## config.mk

```make
export PLATFORM = sky130hd
export DESIGN_NAME = biquad_with_level_smoothing
export DESIGN_NICKNAME = d
export VERILOG_FILES = /design/src/bqls_pkg.sv /design/src/biquad_with_level_smoothing.sv /design/src/bqls_ctrl.sv /design/src/bqls_dp.sv
export SDC_FILE = /design/constraint.sdc
export NUM_CORES = 2
export LEC_CHECK = 0
export BUFFER_PORTS_ARGS = -buffer_cell sky130_fd_sc_hd__buf_2
export CORE_MARGIN = 3
export CORE_UTILIZATION = 35
export CTS_BUF_LIST = sky130_fd_sc_hd__clkbuf_4 sky130_fd_sc_hd__clkbuf_8 sky130_fd_sc_hd__clkbuf_16
export CTS_CLUSTER_DIAMETER = 120
export CTS_CLUSTER_SIZE = 24
export DETAILED_ROUTE_END_ITERATION = 8
export MAX_ROUTING_LAYER = met4
export SLEW_MARGIN = 20
export SYNTH_ARGS = -nofsm -noshare
export SYNTH_HDL_FRONTEND = slang
export SYNTH_SLANG_ARGS = --single-unit
```

## constraint.sdc

```tcl
create_clock -name clk_i -period 20 [get_ports clk_i]
set_input_delay 0 -clock clk_i [delete_from_list [all_inputs] [get_ports clk_i]]
set_output_delay 0 -clock clk_i [all_outputs]
set_load 0.1 [all_outputs]
```

## src/bqls_pkg.sv

```systemverilog
// ----------------------------------------------------------------------------
// bqls_pkg
// Shared types and constants for the biquad with level smoothing.
// ----------------------------------------------------------------------------
package bqls_pkg;

  localparam int WEIGHT_BITS = 16;   // smoothing weight, unsigned Q0.16
  localparam int LVL_FRAC    = 16;   // fraction bits of the smoothed level
  localparam int CFG_IDX_W   = 3;

  localparam logic [WEIGHT_BITS-1:0] WEIGHT_RESET = 16'd7;

  // Register indexes on the config port
  localparam logic [CFG_IDX_W-1:0] REG_FB1    = 3'd0;
  localparam logic [CFG_IDX_W-1:0] REG_FB2    = 3'd1;
  localparam logic [CFG_IDX_W-1:0] REG_FF0    = 3'd2;
  localparam logic [CFG_IDX_W-1:0] REG_FF1    = 3'd3;
  localparam logic [CFG_IDX_W-1:0] REG_FF2    = 3'd4;
  localparam logic [CFG_IDX_W-1:0] REG_SM_EN  = 3'd5;
  localparam logic [CFG_IDX_W-1:0] REG_WEIGHT = 3'd6;

  // Operand pair for the shared multiplier
  typedef enum logic [2:0] {
    MUL_FF0,   // ff0 * x0
    MUL_FF1,   // ff1 * x1
    MUL_FF2,   // ff2 * x2
    MUL_FB1,   // fb1 * -y1
    MUL_FB2,   // fb2 * -y2
    MUL_WLO,   // w * low 16 bits of level delta
    MUL_WHI    // w * high part of level delta
  } mul_sel_e;

  // Accumulator operation
  typedef enum logic [1:0] {
    ACC_HOLD,
    ACC_INIT,     // load rounding constant of the filter
    ACC_ADD,      // add product register
    ACC_SM_INIT   // level plus rounded low partial product
  } acc_op_e;

  typedef struct packed {
    logic     load_in;
    mul_sel_e mul_sel;
    acc_op_e  acc_op;
    logic     y_load;
    logic     d_load;
    logic     commit;
  } cmd_t;

  typedef struct packed {
    logic smooth_en;
  } status_t;

endpackage

```

## src/biquad_with_level_smoothing.sv

```systemverilog
// ----------------------------------------------------------------------------
// biquad_with_level_smoothing
// The single shared multiplier takes the five taps and two smoothing partials in
// turn, and a new sample is taken only after the previous one has committed.
// Reset: async active low; history and level clear, ff0 goes to unity and the
// other coefficients to zero.
// ----------------------------------------------------------------------------
module biquad_with_level_smoothing #(
  parameter int SAMPLE_BITS    = 16,
  parameter int COEF_FRAC_BITS = 16
) (
  input  logic                               clk_i,
  input  logic                               rst_ni,
  // config write port
  input  logic                               cfg_we_i,
  input  logic [bqls_pkg::CFG_IDX_W-1:0]     cfg_idx_i,
  input  logic [((COEF_FRAC_BITS+4 > bqls_pkg::WEIGHT_BITS) ?
                 COEF_FRAC_BITS+4 : bqls_pkg::WEIGHT_BITS)-1:0] cfg_data_i,
  // sample request channel
  input  logic                               in_valid_i,
  output logic                               in_stall_o,
  input  logic signed [SAMPLE_BITS-1:0]      sample_i,
  // result request channel
  output logic                               out_valid_o,
  input  logic                               out_stall_i,
  output logic signed [SAMPLE_BITS-1:0]      result_o,
  output logic signed [SAMPLE_BITS-1:0]      filtered_o
);
  import bqls_pkg::*;

  // config data is as wide as the widest register (coefficient or weight)
  localparam int CFG_W = (COEF_FRAC_BITS + 4 > WEIGHT_BITS) ?
                         COEF_FRAC_BITS + 4 : WEIGHT_BITS;

  cmd_t    cmd;
  status_t status;

  // Sequencer. A sample is taken only while idle; the result sits in the
  // datapath's output register, so the next request is taken while the
  // previous result still waits downstream. Completion holds until the
  // output register is free, and history/level commit in that same cycle.
  bqls_ctrl u_ctrl (
    .clk_i       (clk_i),
    .rst_ni      (rst_ni),
    .in_valid_i  (in_valid_i),
    .in_stall_o  (in_stall_o),
    .out_valid_o (out_valid_o),
    .out_stall_i (out_stall_i),
    .status_i    (status),
    .cmd_o       (cmd)
  );

  // Datapath. Sequence per sample:
  //   one tap product per cycle for the five taps, previous product accumulated
  //   then last add, round, shift and saturate to the filter output
  //   smoothing only:
  //   delta = |y| * 2^16 - level
  //   weight times low and high delta parts, summed with rounding
  //   always:
  //   clamp level (smoothing), load output register
  bqls_dp #(
    .SAMPLE_BITS    (SAMPLE_BITS),
    .COEF_FRAC_BITS (COEF_FRAC_BITS),
    .CFG_W          (CFG_W)
  ) u_dp (
    .clk_i      (clk_i),
    .rst_ni     (rst_ni),
    .cfg_we_i   (cfg_we_i),
    .cfg_idx_i  (cfg_idx_i),
    .cfg_data_i (cfg_data_i),
    .sample_i   (sample_i),
    .result_o   (result_o),
    .filtered_o (filtered_o),
    .cmd_i      (cmd),
    .status_o   (status)
  );

endmodule

```

## src/bqls_ctrl.sv

```systemverilog
// ----------------------------------------------------------------------------
// bqls_ctrl
// Sequencer: steps the shared multiplier through the filter taps and the
// smoothing update, and owns the request handshakes.
// ----------------------------------------------------------------------------
module bqls_ctrl (
  input  logic             clk_i,
  input  logic             rst_ni,
  input  logic             in_valid_i,
  output logic             in_stall_o,
  output logic             out_valid_o,
  input  logic             out_stall_i,
  input  bqls_pkg::status_t status_i,
  output bqls_pkg::cmd_t    cmd_o
);
  import bqls_pkg::*;

  localparam logic [2:0] S_IDLE  = 3'd0;
  localparam logic [2:0] S_MAC   = 3'd1;
  localparam logic [2:0] S_LAST  = 3'd2;
  localparam logic [2:0] S_DIFF  = 3'd3;
  localparam logic [2:0] S_SMLO  = 3'd4;
  localparam logic [2:0] S_SMHI  = 3'd5;
  localparam logic [2:0] S_SMADD = 3'd6;
  localparam logic [2:0] S_DONE  = 3'd7;

  localparam logic [2:0] LAST_TAP = 3'd4;

  logic [2:0] state_q, state_d;
  logic [2:0] cnt_q, cnt_d;
  logic       out_valid_q, out_valid_d;
  logic       in_acc;
  logic       slot_free;

  assign in_stall_o  = (state_q != S_IDLE);
  assign in_acc      = in_valid_i && (state_q == S_IDLE);
  assign slot_free   = !out_valid_q || !out_stall_i;
  assign out_valid_o = out_valid_q;

  always_comb begin
    state_d      = state_q;
    cnt_d        = cnt_q;
    cmd_o        = '0;
    cmd_o.mul_sel = MUL_FF0;
    cmd_o.acc_op  = ACC_HOLD;
    unique case (state_q)
      S_IDLE: begin
        if (in_acc) begin
          cmd_o.load_in = 1'b1;
          cmd_o.acc_op  = ACC_INIT;
          cnt_d         = '0;
          state_d       = S_MAC;
        end
      end
      S_MAC: begin
        unique case (cnt_q)
          3'd0:    cmd_o.mul_sel = MUL_FF0;
          3'd1:    cmd_o.mul_sel = MUL_FF1;
          3'd2:    cmd_o.mul_sel = MUL_FF2;
          3'd3:    cmd_o.mul_sel = MUL_FB1;
          default: cmd_o.mul_sel = MUL_FB2;
        endcase
        // product of the previous tap lands in the accumulator
        cmd_o.acc_op = (cnt_q == '0) ? ACC_HOLD : ACC_ADD;
        cnt_d        = cnt_q + 3'd1;
        if (cnt_q == LAST_TAP) begin
          state_d = S_LAST;
        end
      end
      S_LAST: begin
        cmd_o.y_load = 1'b1;
        state_d      = status_i.smooth_en ? S_DIFF : S_DONE;
      end
      S_DIFF: begin
        cmd_o.d_load = 1'b1;
        state_d      = S_SMLO;
      end
      S_SMLO: begin
        cmd_o.mul_sel = MUL_WLO;
        state_d       = S_SMHI;
      end
      S_SMHI: begin
        cmd_o.mul_sel = MUL_WHI;
        cmd_o.acc_op  = ACC_SM_INIT;
        state_d       = S_SMADD;
      end
      S_SMADD: begin
        cmd_o.acc_op = ACC_ADD;
        state_d      = S_DONE;
      end
      default: begin
        // S_DONE: wait for the output register
        if (slot_free) begin
          cmd_o.commit = 1'b1;
          state_d      = S_IDLE;
        end
      end
    endcase
  end

  always_comb begin
    out_valid_d = out_valid_q;
    if (out_valid_q && !out_stall_i) begin
      out_valid_d = 1'b0;
    end
    if (cmd_o.commit) begin
      out_valid_d = 1'b1;
    end
  end

  always_ff @(posedge clk_i or negedge rst_ni) begin
    if (!rst_ni) begin
      state_q     <= S_IDLE;
      cnt_q       <= '0;
      out_valid_q <= 1'b0;
    end else begin
      state_q     <= state_d;
      cnt_q       <= cnt_d;
      out_valid_q <= out_valid_d;
    end
  end

`ifndef ASSERT_OFF
  a_accept_starts_mac: assert property (@(posedge clk_i) disable iff (!rst_ni)
    in_acc |=> (state_q == S_MAC) && (cnt_q == '0))
    else $error("accepted request did not start the tap sequence");

  a_tap_count_range: assert property (@(posedge clk_i) disable iff (!rst_ni)
    (state_q == S_MAC) |-> (cnt_q <= LAST_TAP))
    else $error("tap counter out of range");

  a_commit_has_slot: assert property (@(posedge clk_i) disable iff (!rst_ni)
    cmd_o.commit |-> slot_free)
    else $error("result committed over an untaken result");

  a_valid_from_done: assert property (@(posedge clk_i) disable iff (!rst_ni)
    $rose(out_valid_q) |-> ($past(state_q) == S_DONE))
    else $error("output valid raised outside completion");
`endif

endmodule

```

## src/bqls_dp.sv

```systemverilog
// ----------------------------------------------------------------------------
// bqls_dp
// Datapath: config registers, history, shared multiplier, accumulator,
// saturation and the output register.
// ----------------------------------------------------------------------------
module bqls_dp #(
  parameter int SAMPLE_BITS    = 16,
  parameter int COEF_FRAC_BITS = 16,
  parameter int CFG_W          = 20
) (
  input  logic                                clk_i,
  input  logic                                rst_ni,
  input  logic                                cfg_we_i,
  input  logic [bqls_pkg::CFG_IDX_W-1:0]      cfg_idx_i,
  input  logic [CFG_W-1:0]                    cfg_data_i,
  input  logic signed [SAMPLE_BITS-1:0]       sample_i,
  output logic signed [SAMPLE_BITS-1:0]       result_o,
  output logic signed [SAMPLE_BITS-1:0]       filtered_o,
  input  bqls_pkg::cmd_t                      cmd_i,
  output bqls_pkg::status_t                   status_o
);
  import bqls_pkg::*;

  localparam int SB    = SAMPLE_BITS;
  localparam int F     = COEF_FRAC_BITS;
  localparam int CW    = COEF_FRAC_BITS + 4;
  localparam int LW    = SAMPLE_BITS + LVL_FRAC;
  // delta spans |y| * 2^16 at full scale minus the most negative level
  localparam int DW    = LW + 2;
  localparam int A_W   = (CW > WEIGHT_BITS + 1) ? CW : WEIGHT_BITS + 1;
  localparam int B_W   = (SB + 2 > LVL_FRAC + 1) ? SB + 2 : LVL_FRAC + 1;
  localparam int P_W   = A_W + B_W;
  localparam int ACC_F = CW + SB + 2;
  localparam int ACC_W = (ACC_F > LW + 2) ? ACC_F : LW + 2;

  localparam logic signed [ACC_W-1:0] ACC_HALF =
    {{(ACC_W-F){1'b0}}, 1'b1, {(F-1){1'b0}}};
  localparam logic signed [P_W-1:0] P_HALF =
    {{(P_W-LVL_FRAC){1'b0}}, 1'b1, {(LVL_FRAC-1){1'b0}}};
  localparam logic signed [ACC_W-1:0] SAT_MAX = {{(ACC_W-SB+1){1'b0}}, {(SB-1){1'b1}}};
  localparam logic signed [ACC_W-1:0] SAT_MIN = {{(ACC_W-SB+1){1'b1}}, {(SB-1){1'b0}}};
  localparam logic signed [ACC_W-1:0] LVL_MAX = {{(ACC_W-LW+1){1'b0}}, {(LW-1){1'b1}}};
  localparam logic signed [ACC_W-1:0] LVL_MIN = {{(ACC_W-LW+1){1'b1}}, {(LW-1){1'b0}}};
  localparam logic signed [CW-1:0]    FF0_RESET = {3'b000, 1'b1, {F{1'b0}}};

  // config
  logic signed [CW-1:0]          fb1_q, fb2_q, ff0_q, ff1_q, ff2_q;
  logic                          sm_en_q;
  logic [WEIGHT_BITS-1:0]        weight_q;
  // state
  logic signed [SB-1:0]          x0_q, xh0_q, xh1_q, yh0_q, yh1_q, y0_q;
  logic signed [LW-1:0]          level_q;
  // working registers
  logic signed [P_W-1:0]         prod_q;
  logic signed [ACC_W-1:0]       acc_q, acc_d;
  logic signed [DW-1:0]          d_q;
  logic signed [SB-1:0]          result_q, filtered_q;

  logic signed [A_W-1:0]         mul_a;
  logic signed [B_W-1:0]         mul_b;
  logic signed [ACC_W-1:0]       acc_sum, acc_shr, lvl_clamp;
  logic signed [SB-1:0]          y0_d;
  logic signed [SB:0]            y_ext, y_mag;
  logic signed [DW-1:0]          d_d;
  logic signed [P_W-1:0]         lo_rnd;
  logic signed [LW-1:0]          level_d;
  logic signed [SB-1:0]          result_d;

  assign status_o.smooth_en = sm_en_q;
  assign result_o           = result_q;
  assign filtered_o         = filtered_q;

  // ---- config port ----
  always_ff @(posedge clk_i or negedge rst_ni) begin
    if (!rst_ni) begin
      fb1_q    <= '0;
      fb2_q    <= '0;
      ff0_q    <= FF0_RESET;
      ff1_q    <= '0;
      ff2_q    <= '0;
      sm_en_q  <= 1'b0;
      weight_q <= WEIGHT_RESET;
    end else if (cfg_we_i) begin
      unique case (cfg_idx_i)
        REG_FB1:    fb1_q    <= cfg_data_i[CW-1:0];
        REG_FB2:    fb2_q    <= cfg_data_i[CW-1:0];
        REG_FF0:    ff0_q    <= cfg_data_i[CW-1:0];
        REG_FF1:    ff1_q    <= cfg_data_i[CW-1:0];
        REG_FF2:    ff2_q    <= cfg_data_i[CW-1:0];
        REG_SM_EN:  sm_en_q  <= cfg_data_i[0];
        REG_WEIGHT: weight_q <= cfg_data_i[WEIGHT_BITS-1:0];
        default: ;
      endcase
    end
  end

  // ---- shared multiplier operands ----
  // feedback taps negate the sample so the accumulator only ever adds
  always_comb begin
    unique case (cmd_i.mul_sel)
      MUL_FF0: begin
        mul_a = A_W'(ff0_q);
        mul_b = B_W'(x0_q);
      end
      MUL_FF1: begin
        mul_a = A_W'(ff1_q);
        mul_b = B_W'(xh0_q);
      end
      MUL_FF2: begin
        mul_a = A_W'(ff2_q);
        mul_b = B_W'(xh1_q);
      end
      MUL_FB1: begin
        mul_a = A_W'(fb1_q);
        mul_b = -B_W'(yh0_q);
      end
      MUL_FB2: begin
        mul_a = A_W'(fb2_q);
        mul_b = -B_W'(yh1_q);
      end
      MUL_WLO: begin
        mul_a = A_W'(signed'({1'b0, weight_q}));
        mul_b = B_W'(signed'({1'b0, d_q[LVL_FRAC-1:0]}));
      end
      MUL_WHI: begin
        mul_a = A_W'(signed'({1'b0, weight_q}));
        mul_b = B_W'(signed'(d_q[DW-1:LVL_FRAC]));
      end
      default: begin
        mul_a = '0;
        mul_b = '0;
      end
    endcase
  end

  // ---- accumulator ----
  assign acc_sum = acc_q + ACC_W'(prod_q);
  assign lo_rnd  = (prod_q + P_HALF) >>> LVL_FRAC;

  always_comb begin
    unique case (cmd_i.acc_op)
      ACC_INIT:    acc_d = ACC_HALF;
      ACC_ADD:     acc_d = acc_sum;
      ACC_SM_INIT: acc_d = ACC_W'(level_q) + ACC_W'(lo_rnd);
      default:     acc_d = acc_q;
    endcase
  end

  // ---- filter output: shift and saturate ----
  assign acc_shr = acc_sum >>> F;

  always_comb begin
    if (acc_shr > SAT_MAX) begin
      y0_d = SAT_MAX[SB-1:0];
    end else if (acc_shr < SAT_MIN) begin
      y0_d = SAT_MIN[SB-1:0];
    end else begin
      y0_d = acc_shr[SB-1:0];
    end
  end

  // ---- level delta: |y0| * 2^16 - level ----
  assign y_ext = (SB+1)'(y0_q);
  assign y_mag = y0_q[SB-1] ? -y_ext : y_ext;
  assign d_d   = DW'(signed'({y_mag, {LVL_FRAC{1'b0}}})) - DW'(level_q);

  // ---- level update and result ----
  always_comb begin
    if (acc_q > LVL_MAX) begin
      lvl_clamp = LVL_MAX;
    end else if (acc_q < LVL_MIN) begin
      lvl_clamp = LVL_MIN;
    end else begin
      lvl_clamp = acc_q;
    end
    if (sm_en_q) begin
      level_d  = lvl_clamp[LW-1:0];
      result_d = lvl_clamp[LW-1:LVL_FRAC];
    end else begin
      // disabled: level tracks the filter output
      level_d  = {y0_q, {LVL_FRAC{1'b0}}};
      result_d = y0_q;
    end
  end

  // ---- state with reset ----
  always_ff @(posedge clk_i or negedge rst_ni) begin
    if (!rst_ni) begin
      xh0_q   <= '0;
      xh1_q   <= '0;
      yh0_q   <= '0;
      yh1_q   <= '0;
      level_q <= '0;
    end else if (cmd_i.commit) begin
      xh1_q   <= xh0_q;
      xh0_q   <= x0_q;
      yh1_q   <= yh0_q;
      yh0_q   <= y0_q;
      level_q <= level_d;
    end
  end

  // ---- working and payload registers ----
  always_ff @(posedge clk_i) begin
    prod_q <= mul_a * mul_b;
    acc_q  <= acc_d;
    if (cmd_i.load_in) begin
      x0_q <= sample_i;
    end
    if (cmd_i.y_load) begin
      y0_q <= y0_d;
    end
    if (cmd_i.d_load) begin
      d_q <= d_d;
    end
    if (cmd_i.commit) begin
      result_q   <= result_d;
      filtered_q <= y0_q;
    end
  end

endmodule
```

### Word level (Yosys, flattened, before mapping)

Cells that the tools add are included.

| storage, ports and cells | value |
|---|---|
| logic and storage cells | 116 |
| input port bits | 44 |
| output and inout bits | 34 |
| register bits after elaboration | 394 |

| operators by class | value |
|---|---|
| add/subtract/negate cells | 8 |
| $mul | 1 |
| $lt $le $gt $ge | 4 |
| multiplexer cells | 29 |
| equality and inequality tests | 27 |
| reduce and logical (&&, ||, !) cells | 25 |

Operators by type and width:

| operator | number |
|---|---|
| $pmux 18 s7 | 1 |
| $pmux 20 s6 | 1 |
| $pmux 38 s3 | 1 |
| $mux 32 | 3 |
| $add 38x17->38 const B | 1 |
| $add 38x38->38 | 1 |
| $gt 38x32->1 const B | 1 |
| $lt 38x32->1 const B | 1 |
| $mul 20x18->38 | 1 |
| $neg 16->18 | 2 |
| $sub 33x32->34 | 1 |
| $add 32x22->33 | 1 |
| $mux 16 | 2 |
| $eq 3x3->1 const B | 10 |
| $eq 3x2->1 const B | 8 |
| $gt 22x16->1 const B | 1 |
| $lt 22x16->1 const B | 1 |
| $pmux 3 s7 | 1 |
| $mux 17 | 1 |
| $neg 16->17 | 1 |
| $reduce_and 2->1 | 8 |
| $mux 3 | 5 |
| $eq 3x1->1 const B | 4 |
| $logic_not 3->1 | 4 |
| other kinds (19) | 33 |

### Longest topological paths before layout

| depth | value |
|---|---|
| depth after elaboration | 7 |
| mapped depth | 37 |
| mapped depth without buffers | 34 |

### Modules after synthesis

A second synthesis with hierarchy kept.

| second synthesis, totals | value |
|---|---|
| cells, all modules | 3418 |
| area total of the unflattened synthesis | 34171.5 um^2 |

By module, submodules not included:

| module | area an instance (um^2) | sequential area each (um^2) | times used | cells each |
|---|---|---|---|---|
| bqls_dp | 33639.8 | 10179.8 | 1 | 3355 |
| bqls_ctrl | 531.8 | 175.2 | 1 | 63 |

### Worst setup path before layout

No wires, ideal clock.

| timing | value |
|---|---|
| kind | reg-to-reg |
| start point | reg u_ctrl.state_q[0] |
| end point | reg u_dp.prod_q[37] |
| required time | 19.928 ns |
| setup time | 0.072 ns |
| buffers on the path | 4 |
| cell stages (with the launch flop) | 35 |
| data arrival time | 8.281 ns |
| period minus slack after synthesis | 8.354 ns |
| slack | 11.646 ns |
| cells stage by stage | dfrtp_1 inv_1 ha_1 clkbuf_1 nand2_1 o21a_1 clkbuf_1 nor2_1 clkbuf_1 o21ai_0 nand3_1 clkbuf_1 nand2_1 fa_1 inv_1 fa_1 inv_1 fa_1 inv_1 fa_1 fa_1 inv_1 fa_1 inv_1 ha_1 a21o_1 a21o_1 a21oi_1 o21ai_0 a22oi_1 o211a_1 o31ai_1 or4b_2 a31oi_1 xnor2_1 |

| between the ends | value |
|---|---|
| cells in the longest elaborated chain, start to end | 6 |
| elaborated cells on any way between the ends | 15 |
| those cells by class | mul (1); eq/ne (9); mux (3); reduce/logical (2) |

RTL lines:

| item | RTL line | text |
|---|---|---|
| start: declaration | bqls_ctrl.sv:29 | `logic [2:0] state_q, state_d;` |
| start signal: assignment | bqls_ctrl.sv:117 | `state_q <= state_d;` |
| $eq 3x3->1 / $eq 3x1->1 (equally long branches) | bqls_ctrl.sv:46 | `unique case (state_q)` |
| $pmux 3 s3 (*) | bqls_ctrl.sv:46 |  |
| $eq 3x3->1 | bqls_dp.sv:100 | `unique case (cmd_i.mul_sel)` |
| $reduce_or 2->1 (no line) | -- |  |
| $pmux 20 s6 | bqls_dp.sv:100 |  |
| $mul 20x18->38 (*) | bqls_dp.sv:205 | `prod_q <= mul_a * mul_b;` |
| end signal: assignment | bqls_dp.sv:205 |  |
| end: declaration | bqls_dp.sv:54 | `logic signed [P_W-1:0] prod_q;` |

Mark *: on every way between the ends. The rest lies on a longest branch, timed or not.
A chain may end at the register's enable or synchronous reset.

### Worst setup path in the final report

| timing | value |
|---|---|
| start point | reg u_ctrl.state_q[1] |
| end point | reg u_dp.prod_q[36] |

The elaborated chain is that of the path after synthesis.

==> metrics.md <==
| Metric | Value |
|---|---|
| Outcome | `complete, but fails checks` |
| Failing checks | `hold timing` |
| Critical Path Sink Type | `flip-flop` |
| CTS buffer count | `20` |
| Max-cap violations | `0` |
| Final WS setup | `10290 ps` |
| CTS tree | `done` |
| CP Launch Type | `flip-flop` |
| Die span in x | `319 um` |
| First-pass GRT wire length | `154000 um` |
| Top-area cell type share of the netlist area | `21.2%` |
| Antenna Nets Post-Route | `0` |
| FFs w/ async S/R, synth | `55.8%` |
| Unique masters post-synth | `81` |
| Drt first-iter violations | `2225` |
| Synth top area cells | `fa_1 (21%), dfrtp_1 (16%), edfxtp_1 (12%), ha_1 (7.1%), inv_1 (5.7%)` |
| Final worst path period share | `48.5%` |
| Vias in the first global route | `26000` |
| Hold Slack | `-47.5 ps` |
| Wire length per cell | `19.7 um` |
| Net Count, Synth | `4245` |
| Syn-to-layout area delta | `8.72%` |
| GP Congestion | `0.923` |
| Root Driver | `clkbuf_16` |
| Post-CTS setup buffer count | `0` |
| Share of post-route cells with drive strength above 1 | `9.28%` |
| IO buf count | `77` |
| WL final | `98100 um` |
| Yosys warning count | `0` |
| Cells after Synth | `3642` |
| Hold Crit Class | `input pin to async pin` |
| CTS sink count | `394` |
| Final hold violations | `5` |
| RR Startpoint | `u_ctrl.state_q[1]` |
| Most frequent CP cell | `fa_1` |
| Core Area | `97000 um^2` |
| Max Freq | `103 MHz` |
| Max Slew Vio Count | `0` |
| Fin Setup TNS | `0 ps` |
| Crit path time final | `9710 ps` |
| Die area | `102000 um^2` |
| Syn avg cell area | `9.42 um^2` |
| Dominant cell type by area after synthesis | `fa_1` |
| CP max stage delay | `950 ps` |
| PostCTS Resize Cnt | `0` |
| Initial antenna violation count | `0` |
| Post-synthesis sequential area ratio | `30.2%` |
| Commonest cells post-synth | `inv_1 (517), nand2_1 (517), fa_1 (364)` |
| Setup violators final | `0` |
| H-tree depth | `1` |
| Site Rows | `114` |
| Slowest cell on crit path | `nand3_1` |
| Reg2reg path depth | `28` |
| # DRC | `0` |
| GRT Overall Usage | `19.8%` |
| Starting Density | `35.4%` |
| Crit path arrival time | `10150 ps` |
| Post-synth EDFFs | `136` |
| Dpl hpwl | `75000 um` |
| Die H | `319 um` |
| GRT overflow | `0` |
| CTS clock-pin slew for the worst setup and hold paths | `110 ps` |
| Register bit total from synthesis | `394` |
| Crit path from | `u_ctrl.state_q[1]` |
| Flop2flop setup slack | `10290 ps` |
| Worst Path Required | `20440 ps` |
| Setup CP Type | `flip-flop to flip-flop` |
| Vias | `25900` |
| First-pass detailed-route iteration total | `5` |
| Ys flop type | `dfrtp_1` |
| Unrepaired setup endpoints after global routing | `false` |
| Latest clock arrival within the worst-skew pair | `570 ps` |
| Max clock buf depth | `3` |
| Final worst clock skew | `22.5 ps` |
| IO Count | `78` |
| Cts hold-fix bufs | `41` |
| Slew margin rel. | `20.5%` |
| Mapped Area | `34300 um^2` |
| CP Max Fanout | `30` |
| Via density | `5.19` |
| Largest net degree at the start of global routing | `90` |
| Final #Nets | `4295` |
| Fillers | `9693` |
| Reg-to-reg endpoint | `u_dp.prod_q[36]` |
| Worst-margin pin slew | `1190 ps` |
| Pre-CTS setup slack | `10440 ps` |
## placed cells by master (no fill, tap or decap), types with 14 or more instances in the layout
cell	netlist	final
xor2_1	48	48
edfxtp_1	136	136
fa_1	364	364
nand2_1	517	516
buf_2	1	76
and2_1	15	15
nand3_1	61	61
xnor2_1	136	136
o21bai_1	15	15
a21oi_1	174	170
a221oi_1	16	14
a211oi_1	22	21
clkbuf_16	0	21
buf_4	0	47
a21o_1	43	43
ha_1	195	195
and3_1	23	23
dfxtp_1	38	38
o21ai_0	116	116
nor2_1	344	342
a21oi_2	13	16
dlygate4sd3_1	0	41
dfrtp_1	216	216
inv_1	517	516
nand2b_1	45	45
o21a_1	25	25
mux2_2	117	117
a22oi_1	39	39
nor2b_1	24	23
nor3_1	39	36
## per-stage QoR
step | hold slack (ps) | cells | cell area, um^2 | utilization [%]
after floorplan | -296 | 3642 | 34300 | -
after detailed placement | 70.5 | 4905 | 36200 | 37.4
after global routing | 48.1 | 4982 | 37300 | 38.5
after CTS | 42.3 | 4982 | 37300 | 38.5
after global placement | 61.9 | 4905 | 36200 | 37.4
final | -47.5 | 4983 | 37300 | 38.5
## state kept, by name, summed over array words and instances (netlist names), 3 cells and up
name and flops:
u_dp.acc_q 38, u_dp.prod_q 38, u_dp.d_q 34, u_dp.level_q 32, u_dp.fb1_q 20, u_dp.fb2_q 20
u_dp.ff0_q 20, u_dp.ff1_q 20, u_dp.ff2_q 20, u_dp.filtered_o 16, u_dp.result_o 16, u_dp.weight_q 16
u_dp.x0_q 16, u_dp.xh0_q 16, u_dp.xh1_q 16, u_dp.y0_q 16, u_dp.yh0_q 16, u_dp.yh1_q 16
u_ctrl.cnt_q 3, u_ctrl.state_q 3
## cell families after synthesis
group	count (synthesis)	share of synthesized area (%)
AND/OR/NAND/NOR	1141	14.4
buffers and inverters	654	7.18
AO/OA/AOI/OAI	590	11.3
adder cells (fa/ha/maj)	559	28.4
other	1	0.0109
XOR/XNOR	184	4.70
flip-flops	394	30.2
multiplexers	119	3.90
## per-layer routing
layer  GRT usage, %  vias up  share of wire [%]
met5              -        -                  0
met4           5.28        0                3.0
met3           2.86      160                6.5
met2           30.6      809                 45
met1           27.4    12900                 45
li1               -    12000                  -
## worst max path at each step
| stage | end | slack, ps | cells past startpoint |
|---|---|---|---|
| floorplan | u_dp.prod_q[37] | 11650 | 34 |
| global placement | u_dp.prod_q[37] | 10590 | 29 |
| detailed placement | u_dp.prod_q[37] | 10440 | 29 |
| CTS | u_dp.prod_q[36] | 10370 | 28 |
| global route | u_dp.prod_q[36] | 9670 | 31 |
| finish | u_dp.prod_q[36] | 10290 | 28 |
## area by class of cell
| cell class | instances | area, um^2 | share of cell area [%] |
|---|---|---|---|
| tap | 1276 | 1600 | 4.28 |
| clock buffer | 34 | 629 | 1.69 |
| sequential | 394 | 10400 | 27.8 |
| antenna | 1 | 2.50 | 0.00671 |
| clock inverter | 2 | 17.5 | 0.0470 |
| inverter | 517 | 1940 | 5.21 |
| multi-input combinational | 2594 | 21600 | 57.9 |
| timing repair buffer | 165 | 1160 | 3.11 |
## worst max-delay path, delay by kind of cell (launching register included)
kind / cells / cell delay (ps)
fa+ha+maj: 8 / 3800
compound gates: 9 / 2630
simple gates: 5 / 1910
buf+inv: 5 / 650
flops: 1 / 420
xor+xnor: 1 / 140
Power is left out: the tool's default activity adds up to more than one toggle a clock period on the data nets, which glitch-free logic cannot reach.
